## config.mk

```make
export PLATFORM = sky130hd
export DESIGN_NAME = bir_front
export DESIGN_NICKNAME = d
export VERILOG_FILES = /design/src/hw/rtl/bir_pkg.sv /design/src/hw/rtl/bir_front.sv
export SDC_FILE = /design/constraint.sdc
export NUM_CORES = 1
export LEC_CHECK = 0
export BUFFER_PORTS_ARGS = -buffer_cell sky130_fd_sc_hd__clkbuf_2
export CORE_MARGIN = 8
export CORE_UTILIZATION = 45
export DETAILED_ROUTE_END_ITERATION = 7
export PLACE_DENSITY = 0.88
export SYNTH_ARGS = -nofsm -noshare
export SYNTH_HDL_FRONTEND = slang
export SYNTH_SLANG_ARGS = --single-unit
export TNS_END_PERCENT = 30
```

## constraint.sdc

```tcl
create_clock -name vclk -period 7.4
set_input_delay 0.37 -clock vclk [all_inputs]
set_output_delay 0.37 -clock vclk [all_outputs]
set_load 0.02 [all_outputs]
```

## src/hw/rtl/bir_pkg.sv

```systemverilog
`timescale 1ns / 1ps
// ----------------------------------------------------------------------------
// bir_pkg
// Shared types and constants for the bilinear image resampler.
// ----------------------------------------------------------------------------
package bir_pkg;

  localparam int SRC_WIDTH      = 256;
  localparam int MAX_SRC_ROWS   = 64;
  localparam int FRAC_BITS      = 16;
  localparam int COL_W          = $clog2(SRC_WIDTH);
  localparam int ROW_W          = $clog2(MAX_SRC_ROWS);
  localparam int ADDR_W         = COL_W + ROW_W;
  localparam int DEPTH          = SRC_WIDTH * MAX_SRC_ROWS;
  localparam int CFG_IDX_W      = 2;
  localparam int CFG_DATA_W     = 9;
  localparam int NUM_W          = 32;
  localparam int DIV_W          = 9;
  localparam int QUO_W          = NUM_W;
  localparam int ACC_W          = 8 + 2 * FRAC_BITS + 2;

  localparam logic [CFG_IDX_W-1:0] REG_SOURCE_ROWS = 2'd0;
  localparam logic [CFG_IDX_W-1:0] REG_OUT_WIDTH   = 2'd1;
  localparam logic [CFG_IDX_W-1:0] REG_OUT_HEIGHT  = 2'd2;

  localparam logic MODE_LOAD    = 1'b0;
  localparam logic MODE_COMPUTE = 1'b1;

  typedef struct packed {
    logic       mode;
    logic [5:0] src_row;
    logic [7:0] src_col;
    logic [7:0] src_pixel;
    logic [5:0] out_row;
    logic [7:0] out_col;
  } in_item_t;

  typedef struct packed {
    logic [7:0] out_pixel;
    logic [5:0] pixel_row;
    logic [7:0] pixel_col;
  } out_item_t;

  // Job handed from front to back: load flag and pixel, numerators, divisors,
  // row and column (load address or output position).
  typedef struct packed {
    logic             load;
    logic [7:0]       pixel;
    logic [NUM_W-1:0] num_x;
    logic [DIV_W-1:0] div_x;
    logic [NUM_W-1:0] num_y;
    logic [DIV_W-1:0] div_y;
    logic [5:0]       row;
    logic [7:0]       col;
  } job_t;

endpackage

```

## src/hw/rtl/bir_front.sv

```systemverilog
`timescale 1ns / 1ps
// ----------------------------------------------------------------------------
// bir_front
// Accept items and turn each into a job for the back: loads carry their pixel
// and address, compute items their scaled numerators and divisors.
// ----------------------------------------------------------------------------
module bir_front (
  input  logic                      in_push,
  output logic                      in_full,
  input  bir_pkg::in_item_t         in_data,
  input  logic [6:0]                source_rows,
  input  logic [8:0]                out_width,
  input  logic [6:0]                out_height,
  output logic                      job_push,
  output bir_pkg::job_t             job,
  input  logic                      job_full
);
  import bir_pkg::*;

  logic       accept;
  logic [6:0] row_span;

  assign in_full  = job_full;
  assign accept   = in_push && !in_full;
  assign row_span = (source_rows > 7'd0) ? source_rows - 7'd1 : 7'd0;

  assign job_push         = accept;
  assign job.load         = (in_data.mode == MODE_LOAD);
  assign job.pixel        = in_data.src_pixel;
  assign job.num_x        = NUM_W'({16'(in_data.out_col) * 16'(SRC_WIDTH - 1), 16'd0});
  assign job.div_x        = out_width;
  assign job.num_y        = NUM_W'({16'(in_data.out_row) * 16'(row_span), 16'd0});
  assign job.div_y        = DIV_W'(out_height);
  assign job.row          = job.load ? in_data.src_row : in_data.out_row;
  assign job.col          = job.load ? in_data.src_col : in_data.out_col;

endmodule

```

==> impl_metrics.tcl <==
set metrics [dict create \
    status "complete, no violations" \
    die_x_um 108.0 \
    stdcell_area_um2 4001 \
    cp-start-kind "primary input" \
    critPathMaxFanout 6 \
    drc 0 \
    pre_cts_ws_ns 2.382 \
    dpl_cell_area_um2 4001 \
    grt_first_pass_wirelength_um 14610 \
    yosys_warnings 0 \
    core_um2 8217 \
    ff_latch_area_um2 0 \
    period_needed_ns 5.020 \
    dpl.hpwl_um 7858 \
    finalCritPeriodShare_pct 67.84 \
    min_to "job[102]" \
    slew_viol_final 0 \
    initial_core_util_pct 46.32 \
    muxShareOfSynthArea_pct 4.405 \
    worstMarginPinSlew_ns 0.5308 \
    grt_pass1_vias 3286 \
    power_density_nw_per_um2 349.0 \
    cts_hold_buf 0 \
    die-area_um2 11660 \
    ctsResizeCount 0 \
    viasPerCell 4.863 \
    wl_um 8480 \
    synthSimpleGateAreaFrac_pct 13.25 \
    drive_above_1_share_pct 21.47 \
    layout_common_cells "100 x inv_1, 84 x clkbuf_2, 59 x ha_1" \
    ant_nets 0 \
    rsz0062_at_grt "false" \
    fmax_ghz 0.1992 \
    io_pins 169 \
    rows 33 \
    yosysUniqueCellTypes 48 \
    synth_top_family_by_area "adder cells" \
    synth-seq-area-share_pct 0 \
    via_count 2957 \
    cts_setup_buffers 0 \
    die_h_um 108.0 \
    finalNetCount 677 \
    p_leak_uw 0.002272 \
    crit_type "in -> out" \
    track_usage_pct 14.62 \
    hold_depth 0 \
    maxCapViolCount 0 \
    grt_max_degree 16 \
    crit_required_ns 7.03 \
    place_inst 608 \
    hold_start "in_data[20]" \
    final_common_cell "inv_1" \
    critPathArrivalTime_ns 4.65 \
    finalSetupViolations 0 \
    io_buffers 84 \
    gp_congestion 0.8405 \
    syn_avg_cell_area_um2 8.458 \
    netlist_area_um2 3806 \
    fin_cells 608 \
    vdd_drop_max_uv 562.0 \
    synthAdderAreaFrac_pct 46.22 \
    overflow 0 \
    finalHoldViolCount 0 \
    utilization_pct 48.70 \
    area_delta_synth_final_pct 5.128 \
    synth-compound-area-share_pct 8.416 \
    firstDrtPassIters 4 \
    flops_and_latches 0 \
    crit_path_end_kind "primary output" \
    synth_cells 450 \
    fin_setup_tns_ns 0 \
    maxSlewHeadroom_pct 63.60 \
    drt_iter0_drc 110 \
    diodes 0 \
    n_clock_buffer 0 \
    setup_ws_ns 2.380 \
    hp-class "in -> out" \
    antenna_found_initial 0 \
    wire_per_inst_um 13.95 \
    synth-xor-area-share_pct 4.832 \
]
## report_power, final
group	leakage (uW)	switching, uW	internal [uW]
registers	0	0	0
clock network	0	0	0
logic	0.00227	858	539
total	0.00227	858	539
## cells by family (layout without fill, tap and decap cells)
logic type,Yosys count,count (layout)
buf+inv,167,184
fa+ha+maj,110,110
simple gates,94,94
compound gates,42,42
xor+xnor,21,21
mux,15,15
other cells,1,37
## final cells by class
cell class                      instances  area (um^2)
Tap cell                              105        131.4
Fill cell                             773         4215
Multi-Input combinational cell        319         3074
Timing Repair Buffer                   84        420.4
Inverter                              100        375.4
## cells in the mapped netlist, drive strengths merged
master	n	area share, %
a211oi	2	0.53
a21o	6	1.2
a21oi	11	1.7
a311oi	1	0.23
a31o	2	0.46
a31oi	1	0.16
a41o	1	0.26
and2	24	3.9
and2b	1	0.20
and3	1	0.16
and4b	1	0.26
buf	65	13
clkbuf	2	0.23
conb	1	0.099
fa	51	27
ha	59	19
inv	100	9.9
mux2	14	4.1
mux2i	1	0.26
nand2	15	1.5
nand2b	3	0.49
nand3	7	0.92
nand3b	3	0.59
nand4	1	0.16
nor2	18	1.8
nor2b	12	2.0
nor3	6	0.92
nor3b	1	0.20
nor4	1	0.16
o2111ai	2	0.62
o211ai	3	0.72
o21a	3	0.59
o21ai	7	1.0
o21bai	1	0.20
o31a	1	0.23
o41ai	1	0.43
xnor2	16	3.7
xor2	5	1.2
## worst max path at each step
stage | from | to | slack, ns | depth (start not counted)
floorplan | source_rows[0] | job[51] | 2.82 | 16
global placement | source_rows[0] | job[51] | 2.58 | 18
detailed placement | source_rows[0] | job[51] | 2.38 | 18
CTS | source_rows[0] | job[51] | 2.37 | 18
global route | source_rows[0] | job[51] | 2.10 | 18
finish | source_rows[0] | job[51] | 2.38 | 18
## metrics by stage
stage | hold WS (ns) | power [uW]
after floorplan | 0.8181 | 1079
after global placement | 0.7401 | 1360
after detailed placement | 0.7401 | 1411
after CTS | 0.7401 | 1416
after global routing | 0.7400 | 1558
final | 0.7400 | 1397
## critical path, stage by stage
cell	delay, ns
clkbuf_2	0.11
inv_1	0.07
ha_1	0.22
and4b_1	0.25
nor2_1	0.29
and2_1	0.21
fa_1	0.47
fa_1	0.55
inv_1	0.06
fa_1	0.54
inv_1	0.05
ha_1	0.35
nand3_1	0.12
o2111ai_2	0.17
a41o_1	0.28
a21oi_1	0.17
xor2_1	0.18
clkbuf_2	0.20
## metal layers
layer  global-route usage (%)  share of wire [%]
met1                    15.18                 36
met5                        0                  0
met3                    1.547                5.1
met2                    30.73                 58
met4                    1.685               0.54
(Power assumes the default switching activity.)
