$ cat src/hw/rtl/bir_pkg.sv
`timescale 1ns / 1ps
// ----------------------------------------------------------------------------
// bir_pkg
// Shared types and constants for the bilinear image resampler.
// ----------------------------------------------------------------------------
package bir_pkg;

  localparam int SRC_WIDTH      = 256;
  localparam int MAX_SRC_ROWS   = 64;
  localparam int FRAC_BITS      = 16;
  localparam int COL_W          = $clog2(SRC_WIDTH);
  localparam int ROW_W          = $clog2(MAX_SRC_ROWS);
  localparam int ADDR_W         = COL_W + ROW_W;
  localparam int DEPTH          = SRC_WIDTH * MAX_SRC_ROWS;
  localparam int CFG_IDX_W      = 2;
  localparam int CFG_DATA_W     = 9;
  localparam int NUM_W          = 32;
  localparam int DIV_W          = 9;
  localparam int QUO_W          = NUM_W;
  localparam int ACC_W          = 8 + 2 * FRAC_BITS + 2;

  localparam logic [CFG_IDX_W-1:0] REG_SOURCE_ROWS = 2'd0;
  localparam logic [CFG_IDX_W-1:0] REG_OUT_WIDTH   = 2'd1;
  localparam logic [CFG_IDX_W-1:0] REG_OUT_HEIGHT  = 2'd2;

  localparam logic MODE_LOAD    = 1'b0;
  localparam logic MODE_COMPUTE = 1'b1;

  typedef struct packed {
    logic       mode;
    logic [5:0] src_row;
    logic [7:0] src_col;
    logic [7:0] src_pixel;
    logic [5:0] out_row;
    logic [7:0] out_col;
  } in_item_t;

  typedef struct packed {
    logic [7:0] out_pixel;
    logic [5:0] pixel_row;
    logic [7:0] pixel_col;
  } out_item_t;

  // Job handed from front to back: load flag and pixel, numerators, divisors,
  // row and column (load address or output position).
  typedef struct packed {
    logic             load;
    logic [7:0]       pixel;
    logic [NUM_W-1:0] num_x;
    logic [DIV_W-1:0] div_x;
    logic [NUM_W-1:0] num_y;
    logic [DIV_W-1:0] div_y;
    logic [5:0]       row;
    logic [7:0]       col;
  } job_t;

endpackage

$ cat src/hw/rtl/bir_fifo.sv
`timescale 1ns / 1ps
// ----------------------------------------------------------------------------
// bir_fifo
// Short register queue between front and back.
// ----------------------------------------------------------------------------
module bir_fifo (
  input  logic          clk,
  input  logic          rst_n,
  input  logic          push,
  input  bir_pkg::job_t wdata,
  output logic          full,
  input  logic          pop,
  output bir_pkg::job_t rdata,
  output logic          empty
);
  import bir_pkg::*;

  job_t       q_r [4];
  logic [1:0] wp_r, rp_r;
  logic [2:0] cnt_r;

  assign full  = cnt_r == 3'd4;
  assign empty = cnt_r == 3'd0;
  assign rdata = q_r[rp_r];

  always_ff @(posedge clk) begin
    if (push && !full) begin
      q_r[wp_r] <= wdata;
    end
  end

  always_ff @(posedge clk) begin
    if (!rst_n) begin
      wp_r  <= '0;
      rp_r  <= '0;
      cnt_r <= '0;
    end else begin
      if (push && !full) begin
        wp_r <= wp_r + 2'd1;
      end
      if (pop && !empty) begin
        rp_r <= rp_r + 2'd1;
      end
      cnt_r <= cnt_r + 3'(push && !full) - 3'(pop && !empty);
    end
  end

endmodule

$ cat config.mk
export PLATFORM = sky130hd
export DESIGN_NAME = bir_fifo
export DESIGN_NICKNAME = d
export VERILOG_FILES = /design/src/hw/rtl/bir_pkg.sv /design/src/hw/rtl/bir_fifo.sv
export SDC_FILE = /design/constraint.sdc
export NUM_CORES = 1
export LEC_CHECK = 0
export BUFFER_PORTS_ARGS = -buffer_cell sky130_fd_sc_hd__buf_2
export CAP_MARGIN = 30
export CORE_MARGIN = 1.5
export CORE_UTILIZATION = 45
export CTS_CLUSTER_DIAMETER = 150
export DETAILED_ROUTE_END_ITERATION = 16
export PLACE_DENSITY_LB_ADDON = 0.08
export SYNTH_ARGS = -nofsm -noshare
export SYNTH_HDL_FRONTEND = slang
export SYNTH_SLANG_ARGS = --single-unit
$ cat constraint.sdc
create_clock -name clk -period 6.57 [get_ports clk]
set_clock_uncertainty 0.05 [all_clocks]
set_input_delay 0.9855 -clock clk [delete_from_list [all_inputs] [get_ports clk]]
set_output_delay 0.9855 -clock clk [all_outputs]
set_load 0.01 [all_outputs]
==> metrics <==
Buffers on Ports 215; RSZ-0062 raised after global routing false; number of global-route vias before repair 7492; H-Tree Depth 2; post-synth net total 716; count of buffering cells on the critical path with inverters included 2; power density normalized to cell area 386 nW/um^2; root buf cell sky130_fd_sc_hd__clkbuf_16; sequential cell area fraction in the yosys report 0.818; Cells after Synth 600; number of primary I/O pins 216; number of antenna violations at the first check in global routing 6; Final Cell Area 18700 um^2; total via count in the routed design 6879; Post-Synthesis Cell Area 15600 um^2; gp weighted congestion 0.698; FMAX 0.257 GHz; Compound-Gate Fraction of Synth Area 0.00144; core area 34400 um^2; Post-synth top flop sky130_fd_sc_hd__edfxtp_1; number of max-cap violations 0; largest cells by area after synthesis sky130_fd_sc_hd__edfxtp_1, sky130_fd_sc_hd__mux4_2, sky130_fd_sc_hd__dfxtp_1; placement-stage worst setup slack 3.17 ns; TritonCTS clock tree done; delay contributed by the slowest stage of the critical path 0.93 ns; Post-CTS Setup Repair Bufs 0; slowest cell on the critical path sky130_fd_sc_hd__dfxtp_4; final WL 29100 um; status finished, final reports clean; post-synthesis share of cell area spent on full adders, half adders and majority gates 0.00608; number of sinks driven by the clock tree 429; tightest hold margin 0.459 ns; layout cells sized above 1 0.449; Avg WL per Cell 21.8 um; Simple-Gate Fraction of Synth Area 0.00696; number of nets with antenna violations after routing 0; CP top delay family flip-flops; TritonCTS Buffers 44; RR Endpoint q_r[0][11]; launch point of the worst reg-to-reg path cnt_r[2]; number of different library cells in the post-synthesis netlist 22; post_cts resized 0; gr usage total 0.165; FF+latch count, synth 429; chip width 189 um; NumNets Final 961; count of warnings emitted by yosys 0; Synth Area per Inst 26.1 um^2; placed wire-length estimate 17400 um; leading cell type by number of instances after synthesis sky130_fd_sc_hd__edfxtp_1; DRC marker count from the first detailed-route iteration 339; Worst Reg2Reg Path Length in Cells 5; startpoint-to-endpoint class of the critical path reg -> out; Chip Height 189 um; Leakage Power 6.22 nW; minimum clock period 3.90 ns; arrival time of the worst setup path 2.86 ns; initial standard-cell utilization of the core 0.455; summed negative setup slack over all endpoints 0 ns; hold violation total from the final report 0; area share of the largest cell type after synthesis 0.807; cell area after placement 17300 um^2; Pre-Repair DR Iteration Count 6; dominant combinational cell family by area after synthesis multiplexers; critical path capture point type output port; endpoint required time on the critical path 5.53 ns; sort of element at the start of the critical path flop; Commonest cells post-synth sky130_fd_sc_hd__edfxtp_1, sky130_fd_sc_hd__mux4_2, sky130_fd_sc_hd__buf_2, sky130_fd_sc_hd__dfxtp_1; Worst IR Drop VDD 0.289 mV; classification of the worst-slack hold path reg -> reg; post-CTS clock slew at the launch and capture registers of the worst setup and hold paths 0.06 ns; Critical Path Sink rdata[3]; async set-reset flop share out of synthesis 0; biggest area consumer among synthesized cells sky130_fd_sc_hd__edfxtp_1; count of flip-flops with a built-in enable after synthesis 420; area enclosed by the die boundary 35900 um^2; slack of the critical path 2.67 ns; wire length of the first global-routing pass 44200 um; total congestion overflow 0; slack of the worst reg-to-reg path 3.82 ns; clock insertion delay at the later pin of the skew report 0.54 ns; DR DRC count 0; max-slew violation count 0; number of stages on the worst setup path 3; FILL cells 2701; worst rel slew slack 0.407; number of placement rows 68; Via density 5.15; Bufs on Longest Clock Path 3; mux contribution to synthesized area 0.153; Worst-Margin Slew 0.890 ns; count of hold buffers inserted by post-cts repair 0; total setup violations reported at the end of the flow 0; crit share post-route 0.593; CP cell instances buf_4 -> mux4_2 -> buf_2; pin count of the biggest net entering global routing 95; maximum fanout along the worst path 55; xor-xnor portion of the synthesized cell area 0.00112; growth of design area from synthesis to finish 19.3%
[flip-flops by register name, summed over array words and instances (netlist names), named ones only]
name,flops
rp_r,2
cnt_r,3
q_r,420
wp_r,2
[routing by layer]
metal	track usage	routed length, um	vias to the layer above
met5	0	44	-
met4	0.0415	497	8
met3	0.0436	1890	50
met2	0.282	15000	183
met1	0.212	11600	3565
li1	-	-	3073
[area by class of cell]
type                    instances  area (um^2)  area share
multi-input cells             139         2640       0.141
clock buffers                  57         1170      0.0628
repair buffers                225         1240      0.0666
well taps                     455          569      0.0305
flip-flops and latches        429        12800       0.686
clock inverters                23          211      0.0113
diodes                          2         5.00    0.000268
inverters                       6         22.5     0.00121
[how the worst min path moves through the flow]
stage / start / to / slack [ns] / cells after the start
2_1_floorplan: rp_r[0] / flop / 0.41 / 2
3_3_place_gp: rp_r[1] / flop / 0.42 / 2
3_5_place_dp: wp_r[1] / wp_r[1] / 0.46 / 2
4_1_cts: wp_r[1] / wp_r[1] / 0.46 / 2
5_1_grt: wp_r[1] / wp_r[1] / 0.49 / 2
6_report: wp_r[1] / wp_r[1] / 0.46 / 2
[tightest hold or removal path, stage by stage, from the launching register on]
cell and delay (ns):
sky130_fd_sc_hd__dfxtp_1 0.34, sky130_fd_sc_hd__nand2_1 0.07, sky130_fd_sc_hd__mux2i_1 0.05
[where the power goes]
part / internal [mW] / switching (mW)
registers: 3.32 / 0.0954
clock network: 1.41 / 0.952
logic: 0.673 / 0.745
total: 5.40 / 1.79
[cell usage in the layout (no fill, tap or decap)]
master	instances
sky130_fd_sc_hd__buf_12	1
sky130_fd_sc_hd__nand2_1	6
sky130_fd_sc_hd__clkbuf_1	12
sky130_fd_sc_hd__buf_4	5
sky130_fd_sc_hd__ha_1	6
sky130_fd_sc_hd__nor3b_1	1
sky130_fd_sc_hd__mux2i_1	2
sky130_fd_sc_hd__o21ai_0	3
sky130_fd_sc_hd__mux4_2	105
sky130_fd_sc_hd__buf_16	4
sky130_fd_sc_hd__dfxtp_1	7
sky130_fd_sc_hd__nor2b_1	2
sky130_fd_sc_hd__clkbuf_16	45
sky130_fd_sc_hd__and2_1	3
sky130_fd_sc_hd__diode_2	2
sky130_fd_sc_hd__dfxtp_4	2
sky130_fd_sc_hd__edfxtp_1	420
sky130_fd_sc_hd__fa_1	1
sky130_fd_sc_hd__bufinv_16	4
sky130_fd_sc_hd__inv_1	6
sky130_fd_sc_hd__buf_2	215
sky130_fd_sc_hd__and2_4	4
sky130_fd_sc_hd__or3_1	1
sky130_fd_sc_hd__inv_6	2
sky130_fd_sc_hd__clkinv_1	9
sky130_fd_sc_hd__or4bb_1	1
sky130_fd_sc_hd__clkinv_2	8
sky130_fd_sc_hd__xnor2_1	2
sky130_fd_sc_hd__nor3_1	1
sky130_fd_sc_hd__a21boi_0	1
[logic make-up after synthesis]
group	count (synthesis)
compound gates	4
xor+xnor	2
fa+ha+maj	7
buf+inv	32
flops	429
mux	107
simple gates	19
[per-stage QoR]
stage,power [mW],util,std cells
2_1_floorplan,4.41,-,600
3_3_place_gp,4.89,0.499,1250
3_5_place_dp,4.94,0.503,1254
4_1_cts,7.32,0.543,1334
5_1_grt,7.51,0.543,1334
6_report,7.20,0.543,1336
(Power assumes the default switching activity.)
